`config.mk`:
```
export PLATFORM = sky130hd
export DESIGN_NAME = elias_gamma_bit_packer_top
export DESIGN_NICKNAME = d
export VERILOG_FILES = /design/src/sv/egbp_pkg.sv /design/src/sv/elias_gamma_bit_packer_top.sv /design/src/sv/egbp_front.sv /design/src/sv/egbp_back.sv /design/src/sv/egbp_out_queue.sv
export SDC_FILE = /design/constraint.sdc
export NUM_CORES = 1
export LEC_CHECK = 0
export ABC_AREA = 0
export BUFFER_PORTS_ARGS = -buffer_cell sky130_fd_sc_hd__buf_2
export CORE_MARGIN = 10
export CORE_UTILIZATION = 45
export DETAILED_ROUTE_END_ITERATION = 7
export SLEW_MARGIN = 20
export SYNTH_ARGS = -nofsm -noshare
export SYNTH_HDL_FRONTEND = slang
export SYNTH_HIERARCHICAL = 1
export SYNTH_SLANG_ARGS = --single-unit
export TNS_END_PERCENT = 20
```
`constraint.sdc`:
```
create_clock -name clk -period 6.3 [get_ports clk]
set_input_delay 0.63 -clock clk [delete_from_list [all_inputs] [get_ports clk]]
set_output_delay 0.63 -clock clk [all_outputs]
set_load 0.1 [all_outputs]
```
`src/sv/egbp_pkg.sv`:
```
`default_nettype none

package egbp_pkg;

    // value field and stream geometry
    localparam int VALUE_WIDTH = 31;
    localparam int BYTE_BITS   = 8;
    localparam int CNT_W       = $clog2(BYTE_BITS);
    localparam int TAKE_W      = $clog2(BYTE_BITS + 1);
    localparam int LEN_W       = $clog2(VALUE_WIDTH + 1);
    localparam int IDX_W       = $clog2(VALUE_WIDTH);
    localparam int N_W         = $clog2(2 * VALUE_WIDTH);
    localparam int POS_W       = $clog2(2 * VALUE_WIDTH + BYTE_BITS);

    // item kinds on the kind port
    localparam logic KIND_ENCODE = 1'b0;
    localparam logic KIND_FLUSH  = 1'b1;

    // command kinds handed from front to back
    typedef enum logic [1:0] {
        OP_ENCODE,
        OP_FLUSH,
        OP_ZERO
    } op_t;

    // classified command: code word length and value
    typedef struct packed {
        op_t                    op;
        logic [N_W-1:0]         nbits;
        logic [VALUE_WIDTH-1:0] value;
    } cmd_t;

    // one result item
    typedef struct packed {
        logic [BYTE_BITS-1:0] out_byte;
        logic                 last;
        logic                 error;
    } result_t;

    // bit length of a value: index of the highest one plus one
    function automatic logic [LEN_W-1:0] bit_length(input logic [VALUE_WIDTH-1:0] v);
        logic [LEN_W-1:0] len;
        len = '0;
        for (int i = 0; i < VALUE_WIDTH; i++)
        begin
            if (v[i])
            begin
                len = LEN_W'(i + 1);
            end
        end
        return len;
    endfunction

endpackage

`default_nettype wire

```
`src/sv/elias_gamma_bit_packer_top.sv`:
```
// flow: an accepted item is written into the command queue; the back end turns a zero or
//   flush command into its result as it takes it, and the result queue registers that result
//   before the result ports; a flush with no pending bits gives no result; an encode loads its
//   word, then moves up to a byte's worth of code bits per step and completes 0..8 bytes
// reset: rst_n asynchronous active low, empties both queues and the pending byte
`default_nettype none

module elias_gamma_bit_packer_top (
    input  wire logic                             clk,
    input  wire logic                             rst_n,
    input  wire logic                             push,
    output logic                                  full,
    input  wire logic                             kind,
    input  wire logic [egbp_pkg::VALUE_WIDTH-1:0] value,
    output logic                                  empty,
    input  wire logic                             pop,
    output logic [egbp_pkg::BYTE_BITS-1:0]        out_byte,
    output logic                                  last,
    output logic                                  error
);

    logic              cmd_valid;
    logic              cmd_ready;
    egbp_pkg::cmd_t    cmd;
    logic              res_valid;
    logic              res_room;
    egbp_pkg::result_t res;

    // item intake and classification
    egbp_front u_front (
        .clk       (clk),
        .rst_n     (rst_n),
        .push      (push),
        .full      (full),
        .kind      (kind),
        .value     (value),
        .cmd_valid (cmd_valid),
        .cmd_ready (cmd_ready),
        .cmd       (cmd)
    );

    // bit packing sequencer
    egbp_back u_back (
        .clk       (clk),
        .rst_n     (rst_n),
        .cmd_valid (cmd_valid),
        .cmd_ready (cmd_ready),
        .cmd       (cmd),
        .res_valid (res_valid),
        .res_room  (res_room),
        .res       (res)
    );

    // result buffering
    egbp_out_queue u_out_queue (
        .clk       (clk),
        .rst_n     (rst_n),
        .res_valid (res_valid),
        .res_room  (res_room),
        .res       (res),
        .empty     (empty),
        .pop       (pop),
        .out_byte  (out_byte),
        .last      (last),
        .error     (error)
    );

endmodule

`default_nettype wire

```
`src/sv/egbp_front.sv`:
```
`default_nettype none

module egbp_front (
    input  wire logic                             clk,
    input  wire logic                             rst_n,
    input  wire logic                             push,
    output logic                                  full,
    input  wire logic                             kind,
    input  wire logic [egbp_pkg::VALUE_WIDTH-1:0] value,
    output logic                                  cmd_valid,
    input  wire logic                             cmd_ready,
    output egbp_pkg::cmd_t                        cmd
);

    egbp_pkg::cmd_t q_reg [2];
    logic           wr_ptr_reg, wr_ptr_next;
    logic           rd_ptr_reg, rd_ptr_next;
    logic [1:0]     count_reg, count_next;
    egbp_pkg::cmd_t cls;
    logic           do_push, do_pop;
    logic [egbp_pkg::LEN_W-1:0] len;

    // classify the incoming item
    always_comb
    begin
        len       = egbp_pkg::bit_length(value);
        cls.value = value;
        cls.nbits = egbp_pkg::N_W'(2 * int'(len) - 1);
        if (kind == egbp_pkg::KIND_FLUSH)
        begin
            cls.op = egbp_pkg::OP_FLUSH;
        end
        else if (value == '0)
        begin
            cls.op = egbp_pkg::OP_ZERO;
        end
        else
        begin
            cls.op = egbp_pkg::OP_ENCODE;
        end
    end

    // two-entry command queue
    assign full      = (count_reg == 2'd2);
    assign cmd_valid = (count_reg != 2'd0);
    assign cmd       = q_reg[rd_ptr_reg];
    assign do_push   = push && !full;
    assign do_pop    = cmd_valid && cmd_ready;

    always_comb
    begin
        wr_ptr_next = do_push ? !wr_ptr_reg : wr_ptr_reg;
        rd_ptr_next = do_pop ? !rd_ptr_reg : rd_ptr_reg;
        count_next  = count_reg + 2'(do_push) - 2'(do_pop);
    end

    always_ff @(posedge clk or negedge rst_n)
    begin
        if (!rst_n)
        begin
            wr_ptr_reg <= 1'b0;
            rd_ptr_reg <= 1'b0;
            count_reg  <= 2'd0;
        end
        else
        begin
            wr_ptr_reg <= wr_ptr_next;
            rd_ptr_reg <= rd_ptr_next;
            count_reg  <= count_next;
        end
    end

    // payload storage
    always_ff @(posedge clk)
    begin
        if (do_push)
        begin
            q_reg[wr_ptr_reg] <= cls;
        end
    end

    // an encode command always carries an odd, nonzero code length
    assert property (@(posedge clk) disable iff (!rst_n)
        cmd_valid && cmd.op == egbp_pkg::OP_ENCODE |-> cmd.nbits[0] && cmd.value != '0)
        else $error("encode command with bad code length");

endmodule

`default_nettype wire

```
`src/sv/egbp_back.sv`:
```
`default_nettype none

module egbp_back (
    input  wire logic           clk,
    input  wire logic           rst_n,
    input  wire logic           cmd_valid,
    output logic                cmd_ready,
    input  wire egbp_pkg::cmd_t cmd,
    output logic                res_valid,
    input  wire logic           res_room,
    output egbp_pkg::result_t   res
);

    typedef enum logic {
        S_IDLE,
        S_RUN
    } state_t;

    state_t                                state_reg, state_next;
    logic [egbp_pkg::N_W-1:0]              n_reg, n_next;
    logic [egbp_pkg::VALUE_WIDTH-1:0]      v_reg, v_next;
    logic [egbp_pkg::BYTE_BITS-2:0]        pend_reg, pend_next;
    logic [egbp_pkg::CNT_W-1:0]            cnt_reg, cnt_next;

    logic [egbp_pkg::TAKE_W-1:0]           avail, take, c_sum;
    logic [egbp_pkg::POS_W-1:0]            top;
    logic [egbp_pkg::POS_W-1:0]            pos [egbp_pkg::BYTE_BITS];
    logic [egbp_pkg::BYTE_BITS-1:0]        step_byte;
    logic [egbp_pkg::N_W-1:0]              n_left;

    // one step: move up to a byte's worth of code bits into the pending byte
    always_comb
    begin
        avail = egbp_pkg::TAKE_W'(egbp_pkg::BYTE_BITS) - egbp_pkg::TAKE_W'(cnt_reg);
        take  = (n_reg < egbp_pkg::N_W'(avail)) ? egbp_pkg::TAKE_W'(n_reg) : avail;
        c_sum = egbp_pkg::TAKE_W'(cnt_reg) + take;
        top   = egbp_pkg::POS_W'(n_reg) - egbp_pkg::POS_W'(1) + egbp_pkg::POS_W'(cnt_reg);
        n_left = n_reg - egbp_pkg::N_W'(take);
        for (int i = 0; i < egbp_pkg::BYTE_BITS; i++)
        begin
            pos[i] = top - egbp_pkg::POS_W'(i);
            if (egbp_pkg::TAKE_W'(i) >= egbp_pkg::TAKE_W'(cnt_reg) &&
                egbp_pkg::TAKE_W'(i) < c_sum)
            begin
                step_byte[i] = (pos[i] < egbp_pkg::POS_W'(egbp_pkg::VALUE_WIDTH)) ?
                               v_reg[pos[i][egbp_pkg::IDX_W-1:0]] : 1'b0;
            end
            else if (i < egbp_pkg::BYTE_BITS - 1)
            begin
                step_byte[i] = pend_reg[i];
            end
            else
            begin
                step_byte[i] = 1'b0;
            end
        end
    end

    // sequencer
    always_comb
    begin
        state_next = state_reg;
        n_next     = n_reg;
        v_next     = v_reg;
        pend_next  = pend_reg;
        cnt_next   = cnt_reg;
        cmd_ready  = 1'b0;
        res_valid  = 1'b0;
        res        = '0;
        case (state_reg)
            S_IDLE:
            begin
                if (cmd_valid && res_room)
                begin
                    cmd_ready = 1'b1;
                    case (cmd.op)
                        egbp_pkg::OP_ENCODE:
                        begin
                            n_next     = cmd.nbits;
                            v_next     = cmd.value;
                            state_next = S_RUN;
                        end
                        egbp_pkg::OP_FLUSH:
                        begin
                            if (cnt_reg != '0)
                            begin
                                res_valid    = 1'b1;
                                res.out_byte = {1'b0, pend_reg};
                                res.last     = 1'b1;
                                pend_next    = '0;
                                cnt_next     = '0;
                            end
                        end
                        egbp_pkg::OP_ZERO:
                        begin
                            res_valid = 1'b1;
                            res.last  = 1'b1;
                            res.error = 1'b1;
                        end
                        default:
                        begin
                        end
                    endcase
                end
            end
            S_RUN:
            begin
                if (res_room)
                begin
                    n_next = n_left;
                    if (c_sum == egbp_pkg::TAKE_W'(egbp_pkg::BYTE_BITS))
                    begin
                        res_valid    = 1'b1;
                        res.out_byte = step_byte;
                        res.last     = (n_left < egbp_pkg::N_W'(egbp_pkg::BYTE_BITS));
                        pend_next    = '0;
                        cnt_next     = '0;
                    end
                    else
                    begin
                        pend_next = step_byte[egbp_pkg::BYTE_BITS-2:0];
                        cnt_next  = c_sum[egbp_pkg::CNT_W-1:0];
                    end
                    if (n_left == '0)
                    begin
                        state_next = S_IDLE;
                    end
                end
            end
            default:
            begin
                state_next = S_IDLE;
            end
        endcase
    end

    // state and working registers
    always_ff @(posedge clk or negedge rst_n)
    begin
        if (!rst_n)
        begin
            state_reg <= S_IDLE;
            n_reg     <= '0;
            v_reg     <= '0;
            pend_reg  <= '0;
            cnt_reg   <= '0;
        end
        else
        begin
            state_reg <= state_next;
            n_reg     <= n_next;
            v_reg     <= v_next;
            pend_reg  <= pend_next;
            cnt_reg   <= cnt_next;
        end
    end

    // a running encode still has code bits left
    assert property (@(posedge clk) disable iff (!rst_n)
        state_reg == S_RUN |-> n_reg != '0)
        else $error("encode running with no bits left");

    // results are only produced when the result queue has room
    assert property (@(posedge clk) disable iff (!rst_n)
        res_valid |-> res_room)
        else $error("result produced without room");

    // an error result is a lone zero byte
    assert property (@(posedge clk) disable iff (!rst_n)
        res_valid && res.error |-> res.last && res.out_byte == '0 && state_reg == S_IDLE)
        else $error("malformed error result");

endmodule

`default_nettype wire

```
`src/sv/egbp_out_queue.sv`:
```
`default_nettype none

module egbp_out_queue (
    input  wire logic                           clk,
    input  wire logic                           rst_n,
    input  wire logic                           res_valid,
    output logic                                res_room,
    input  wire egbp_pkg::result_t              res,
    output logic                                empty,
    input  wire logic                           pop,
    output logic [egbp_pkg::BYTE_BITS-1:0]      out_byte,
    output logic                                last,
    output logic                                error
);

    egbp_pkg::result_t q_reg [2];
    logic              wr_ptr_reg, wr_ptr_next;
    logic              rd_ptr_reg, rd_ptr_next;
    logic [1:0]        count_reg, count_next;
    logic              do_push, do_pop;

    // two-entry result queue
    assign res_room = (count_reg != 2'd2);
    assign empty    = (count_reg == 2'd0);
    assign do_push  = res_valid && res_room;
    assign do_pop   = pop && !empty;
    assign out_byte = q_reg[rd_ptr_reg].out_byte;
    assign last     = q_reg[rd_ptr_reg].last;
    assign error    = q_reg[rd_ptr_reg].error;

    always_comb
    begin
        wr_ptr_next = do_push ? !wr_ptr_reg : wr_ptr_reg;
        rd_ptr_next = do_pop ? !rd_ptr_reg : rd_ptr_reg;
        count_next  = count_reg + 2'(do_push) - 2'(do_pop);
    end

    always_ff @(posedge clk or negedge rst_n)
    begin
        if (!rst_n)
        begin
            wr_ptr_reg <= 1'b0;
            rd_ptr_reg <= 1'b0;
            count_reg  <= 2'd0;
        end
        else
        begin
            wr_ptr_reg <= wr_ptr_next;
            rd_ptr_reg <= rd_ptr_next;
            count_reg  <= count_next;
        end
    end

    // payload storage
    always_ff @(posedge clk)
    begin
        if (do_push)
        begin
            q_reg[wr_ptr_reg] <= res;
        end
    end

    // occupancy agrees with the pointers
    assert property (@(posedge clk) disable iff (!rst_n)
        count_reg != 2'd3 && ((count_reg == 2'd1) == (wr_ptr_reg != rd_ptr_reg)))
        else $error("result queue pointers out of step");

endmodule

`default_nettype wire
```
Yosys cells after proc, flatten, opt, wreduce, memory -nomap -nowiden
Memories as Yosys holds them, arrays and structs flattened.
Index checks and enable logic that the tools add are counted.
- flip-flop bits (word level): 56
- memory bits (writable): 98
- input port bits: 36
- output and inout bits: 12
- memories: 2
- memories (name ; words ; bits a word ; read ports ; clocked after Yosys merged registers in ; wr ports ; line ; RTL):
    u_front.q_reg ; 2 ; 39 ; 1 ; 0 ; 1 ; egbp_front.sv:15 ; egbp_pkg::cmd_t q_reg [2];
    u_out_queue.q_reg ; 2 ; 10 ; 1 ; 0 ; 1 ; egbp_out_queue.sv:16 ; egbp_pkg::result_t q_reg [2];
- add/subtract/negate cells: 17
- order comparisons: 33
- equal/unequal tests: 10
- mux-type cells: 108
- bitwise gates (word level): 1
- reductions and logical operators: 27
- operator list (cell ; number):
    5-bit 2-to-1 mux ; 30
    7-bit by 5-bit less-than comparator with 1-bit output (second input constant) ; 8
    5-bit by 6-bit less-than comparator with 1-bit output (second input constant) ; 8
    7-bit 2-to-1 mux ; 6
    1-bit 2-to-1 mux ; 41
    1-bit binary-select mux with 5-bit select ; 8
    31-bit logical NOT ; 1
    7-bit by 3-bit subtractor with 7-bit output (second input constant) ; 4
    6-bit 2-to-1 mux ; 3
    9-bit 2-to-1 mux ; 2
    9-bit case mux with 2 select lines ; 1
    3-bit by 4-bit less-than comparator with 1-bit output (first input constant) ; 4
    3-bit 2-to-1 mux ; 5
    7-bit case mux with 2 select lines ; 1
    7-bit by 2-bit subtractor with 7-bit output (second input constant) ; 2
    1-bit logical AND ; 12
    6-bit case mux with 2 select lines ; 1
    10-bit 2-to-1 mux ; 1
    3-bit greater-or-equal comparator (first input constant) ; 3
    1-bit by 4-bit less-than comparator with 1-bit output (first input constant) ; 2
    2-bit by 4-bit less-than comparator with 1-bit output (first input constant) ; 2
    8-bit 2-to-1 mux ; 1
    1-bit case mux with 2 select lines ; 4
    7-bit by 3-bit adder with 7-bit output ; 1
    28 further kinds ; 45

Longest topological paths before layout
- depth in word-level cells: 32
- depth in mapped cells: 26
- depth with buffers taken out: 23

Hierarchy
Netlist, hierarchy kept.
- by module, submodules not included (module ; times used ; cells each ; area an instance (um2) ; sequential area each (um2)):
    egbp_back ; 1 ; 471 ; 5021.1 ; 1201.2
    egbp_front ; 1 ; 221 ; 3417.0 ; 2382.3
    egbp_out_queue ; 1 ; 48 ; 928.4 ; 700.7

Least setup slack after synthesis
OpenSTA, ideal clock, no wires.
- path type: register to register
- start: register u_back/cnt_reg[1] (netlist name)
- end: register u_out_queue.count_reg[1]
- arrival time: 4.631 ns
- data required time: 6.176 ns
- slack: 1.545 ns
- cell stages (with the launch flop): 26
- buffers on the path: 3
- period minus slack after synthesis: 4.755 ns
- cell sequence: dfrtp_1 > inv_1 > ha_1 > ha_1 > inv_1 > ha_1 > o21a_1 > o31ai_4 > and2_1 > buf_4 > nand2_1 > o21ai_0 > ha_1 > fa_1 > xnor2_1 > nand2_1 > or4_1 > clkbuf_1 > buf_6 > nand2_1 > nand2_1 > ha_1 > inv_1 > ha_1 > xnor2_1 > xnor2_1
- word-level cells in the longest chain between the ends: 11
- RTL lines (element ; line ; RTL):
    start, declared ; egbp_back.sv:23 ; logic [egbp_pkg::CNT_W-1:0] cnt_reg, cnt_next;
    start signal, assigned ; egbp_back.sv:154 ; cnt_reg <= cnt_next;
    4-bit by 3-bit subtractor with 4-bit output ; egbp_back.sv:34 ; avail = egbp_pkg::TAKE_W'(egbp_pkg::BYTE_BITS) - egbp_pkg::TAKE_W'(cnt_reg);
    6-bit by 4-bit less-than comparator with 1-bit output ; egbp_back.sv:35 ; take = (n_reg < egbp_pkg::N_W'(avail)) ? egbp_pkg::TAKE_W'(n_reg) : avail;
    4-bit 2-to-1 mux ; egbp_back.sv:35 ;
    3-bit by 4-bit adder with 4-bit output ; egbp_back.sv:36 ; c_sum = egbp_pkg::TAKE_W'(cnt_reg) + take;
    4-bit equality test ; egbp_back.sv:111 ; if (c_sum == egbp_pkg::TAKE_W'(egbp_pkg::BYTE_BITS))
    1-bit 2-to-1 mux ; egbp_back.sv:111 ;
    1-bit 2-to-1 mux ; egbp_back.sv:108 ; if (res_room)
    1-bit case mux with 2 select lines (*) ; egbp_back.sv:70 ; case (state_reg)
    net res_valid ; elias_gamma_bit_packer_top.sv:25 ; logic res_valid;
    1-bit logical AND (*) ; egbp_out_queue.sv:25 ; assign do_push = res_valid && res_room;
    2-bit by 1-bit adder with 2-bit output (*) ; egbp_out_queue.sv:35 ; count_next = count_reg + 2'(do_push) - 2'(do_pop);
    2-bit by 1-bit subtractor with 2-bit output (*) ; egbp_out_queue.sv:35 ;
    net u_out_queue.count_next[1] ; egbp_out_queue.sv:19 ; logic [1:0] count_reg, count_next;
    end signal, assigned ; egbp_out_queue.sv:50 ; count_reg <= count_next;
    end, declared ; egbp_out_queue.sv:19 ;
The timed path passes the listed nets; every way through them passes the cells marked *.
A chain may end at the register's enable or synchronous reset.

Worst setup path after layout
- start: register u_back/cnt_reg[1] (netlist name)
- end: memory u_out_queue/q_reg[0][4] (netlist name), enable pin
- word-level cells in the longest chain between the ends: 11
- RTL lines (element ; line ; RTL):
    4-bit by 3-bit subtractor with 4-bit output ; egbp_back.sv:34 ;
    6-bit by 4-bit less-than comparator with 1-bit output ; egbp_back.sv:35 ;
    4-bit 2-to-1 mux ; egbp_back.sv:35 ;
    3-bit by 4-bit adder with 4-bit output ; egbp_back.sv:36 ;
    4-bit equality test ; egbp_back.sv:111 ;
    1-bit 2-to-1 mux ; egbp_back.sv:111 ;
    1-bit 2-to-1 mux ; egbp_back.sv:108 ;
    1-bit case mux with 2 select lines (*) ; egbp_back.sv:70 ;
    net res_valid ; elias_gamma_bit_packer_top.sv:25 ;
    1-bit logical AND (*) ; egbp_out_queue.sv:25 ;
    1-bit 2-to-1 mux (*) ; egbp_out_queue.sv:57 ; if (do_push)
    1-bit 2-to-1 mux (not written as such) (*) ; egbp_out_queue.sv:59 ; q_reg[wr_ptr_reg] <= res;
    end, declared ; egbp_out_queue.sv:16 ;
Marks and branches as above.

==> impl_metrics.tcl <==
set metrics [dict create \
    routabilityCongestion 0.9076 \
    period_needed_ns 5.481 \
    crit_start "u_back/cnt_reg[1]" \
    core_area_um2 20360 \
    slowest_delay_ns 0.68 \
    path_class "reg2reg" \
    grt_pass1_wl_um 34160 \
    clock_skew_ns 0.007163 \
    drive_gt1_share_pct 28.00 \
    dieArea_um2 26980 \
    maxCapViolCount 0 \
    startpoint_type "flip-flop" \
    dr.pass1.iters 5 \
    avgRoutedWirePerCell_um 19.79 \
    netlist_top_cells_area "edfxtp_1 31%, dfrtp_1 15%, mux2_2 10%" \
    grt_overflow 0 \
    crit_chain "inv_1, ha_1, ha_1, inv_1, ha_1, o21a_1, o31ai_4, and2_1, o21ai_0, ha_1, fa_1, xnor2_1, nand2_1, or4_1, nand2_1, nand2_1, nor2_1" \
    hold_violations 0 \
    grt_antenna_before_repair 0 \
    worstReg2RegStart "u_back/cnt_reg[1]" \
    synthFlopType "edfxtp_1" \
    async_reset_ff_share_pct 36.84 \
    arrival_ns 5.54 \
    rows 52 \
    start_util_pct 45.99 \
    synth_adder_area_share_pct 6.385 \
    synthDominantCellAreaShare_pct 30.78 \
    muxShareOfSynthArea_pct 21.89 \
    worst_pin_slew_ns 0.9598 \
    rsz0062_at_grt "no" \
    fp.dieW_um 164.3 \
    cp-end-kind "flip-flop" \
    hold_buffers 0 \
    synth_xor_area_share_pct 3.901 \
    setup_viol 0 \
    slowest_stage "or4_1" \
    mappedNetlistNets 822 \
    vias 6156 \
    final-max-slew-violation-count 0 \
    yosys.area_share.simple_pct 8.990 \
    path_clk_slew_ns 0.07 \
    ant_nets 0 \
    drc 0 \
    avgSynthCellArea_um2 12.66 \
    drt-total-wl_um 21170 \
    numCtsBuffers 17 \
    drt_iter0_drc 306 \
    cpMostUsedCell "ha_1" \
    syn_inst 740 \
    clockRootBuffer "clkbuf_16" \
    cts_buffer_depth 2 \
    largest_register_ff_count 76 \
    yosysTopAreaCell "edfxtp_1" \
    crit_fanout 15 \
    synth_compound_area_share_pct 9.137 \
    yosysWarnings 6 \
    max_freq_mhz 182.5 \
    num_antenna_cells 0 \
    synth_cell_type_count 79 \
    required_ns 6.36 \
    syn_area_um2 9366 \
    clkLatencyLatePin_ns 0.43 \
    vias_per_cell 5.753 \
    portBuffers 47 \
    place_hpwl_um 16150 \
    die_h_um 164.3 \
    area_growth_pct 11.33 \
    synth_top_family_by_area "multiplexers" \
    cts_sinks 152 \
    timing.final.crit_share_pct 87.00 \
    hp-class "in2async" \
    post_cts_resized 0 \
    fin_setup_tns_ns 0 \
    ios 48 \
    slew_headroom_pct 35.88 \
    synth-seq-cells 152 \
    status "finished clean" \
    postCtsSetupRepairBufs 0 \
    utilization_pct 51.20 \
    cts_max_level 4 \
    grt_usage_pct 16.26 \
    grt_max_degree 57 \
    synth_enable_flop_cells 96 \
    final_nets 870 \
    seq_area_frac_synth_pct 45.74 \
    cts_tree "built" \
    first_global_vias 6364 \
]
critical path: cells and delay by family (launching register included):
family	cells	cell delay, ns
AO/OA/AOI/OAI	3	0.45
XOR/XNOR	1	0.42
adder cells (fa/ha/maj)	5	1.48
buffers and inverters	2	0.22
flip-flops	1	0.46
AND/OR/NAND/NOR	6	2.08
synth_stat cells (all sizes together), types with 5 or more instances:
| library cell | number |
|---|---|
| or4 | 7 |
| nand4 | 7 |
| a211oi | 6 |
| nor4 | 12 |
| ha | 43 |
| and3 | 7 |
| o22ai | 6 |
| nor3 | 12 |
| xnor2 | 30 |
| mux2i | 14 |
| clkbuf | 11 |
| buf | 17 |
| mux2 | 85 |
| a21oi | 26 |
| dfrtp | 56 |
| o21ai | 38 |
| o21a | 5 |
| o2bb2ai | 8 |
| nand3 | 14 |
| nand2 | 31 |
| edfxtp | 96 |
| nand2b | 7 |
| xor2 | 10 |
| nor2b | 6 |
| nor2 | 35 |
| o31ai | 6 |
| mux4 | 41 |
| inv | 46 |
through the flow:
stage | instances | area [um2] | setup WS [ns] | hold slack (ns)
3_5_place_dp | 1039 | 9852 | 0.8697 | 0.4774
6_report | 1070 | 10430 | 0.8191 | 0.3436
2_1_floorplan | 740 | 9366 | 1.545 | 0.3344
4_1_cts | 1070 | 10430 | 0.8490 | 0.3563
5_1_grt | 1070 | 10430 | 0.3805 | 0.3876
3_3_place_gp | 1038 | 9832 | 0.9884 | 0.4753
layout by cell type, fill, tap and decap left out, types with 7 or more instances in the layout:
cell type and n:
o2bb2ai_1 8, nor4_1 12, nand2_1 31, mux2i_1 14, edfxtp_1 96, mux4_2 33
buf_2 47, o21ai_1 7, xnor2_1 30, a21oi_1 26, xor2_1 8, nor2_1 33
dfrtp_1 56, inv_1 44, mux4_1 8, inv_6 7, and3_1 7, nand4_1 7
mux2_2 85, o21ai_0 31, nor3_1 12, nand3_1 14, buf_4 10, clkbuf_16 17
ha_1 43
area by class of cell:
class | count | area [um2]
Clock inverter | 14 | 150.1
Inverter | 47 | 176.4
Clock buffer | 17 | 425.4
Tap cell | 270 | 337.8
Fill cell | 1803 | 9937
Timing Repair Buffer | 58 | 330.3
Sequential cell | 152 | 4284
Multi-Input combinational cell | 512 | 4723
cells by family (layout without fill, tap and decap cells):
family | count (synthesis) | in the layout
flip-flops | 152 | 152
AO/OA/AOI/OAI | 127 | 127
other | 1 | 1
AND/OR/NAND/NOR | 158 | 158
multiplexers | 140 | 140
adder cells (fa/ha/maj) | 46 | 46
XOR/XNOR | 40 | 40
buffers and inverters | 76 | 136
final timing paths:
| path | endpoint | slack [ns] | cells after the start |
|---|---|---|---|
| min | u_back/state_reg | 0.34 | 2 |
| min in group clk | u_front/q_reg[0][37] | 0.41 | 1 |
| max | u_out_queue/q_reg[0][4] | 0.82 | 17 |
| max reg2reg | u_out_queue/q_reg[0][4] | 0.82 | 17 |
| min reg2reg | u_out_queue/wr_ptr_reg | 0.50 | 1 |
| max in group asynchronous | u_back/v_reg[24] | 5.49 | 2 |
routing by layer:
layer	track usage [%]	vias to the layer above	wire, um
met4	5.646	0	523
met1	19.73	3049	9236
met2	27.73	151	10580
li1	-	2927	-
met5	0	-	0
met3	3.830	29	830
Power is not shown: default switching activity piles up to over one toggle a cycle in this logic, so the estimate is an artifact.
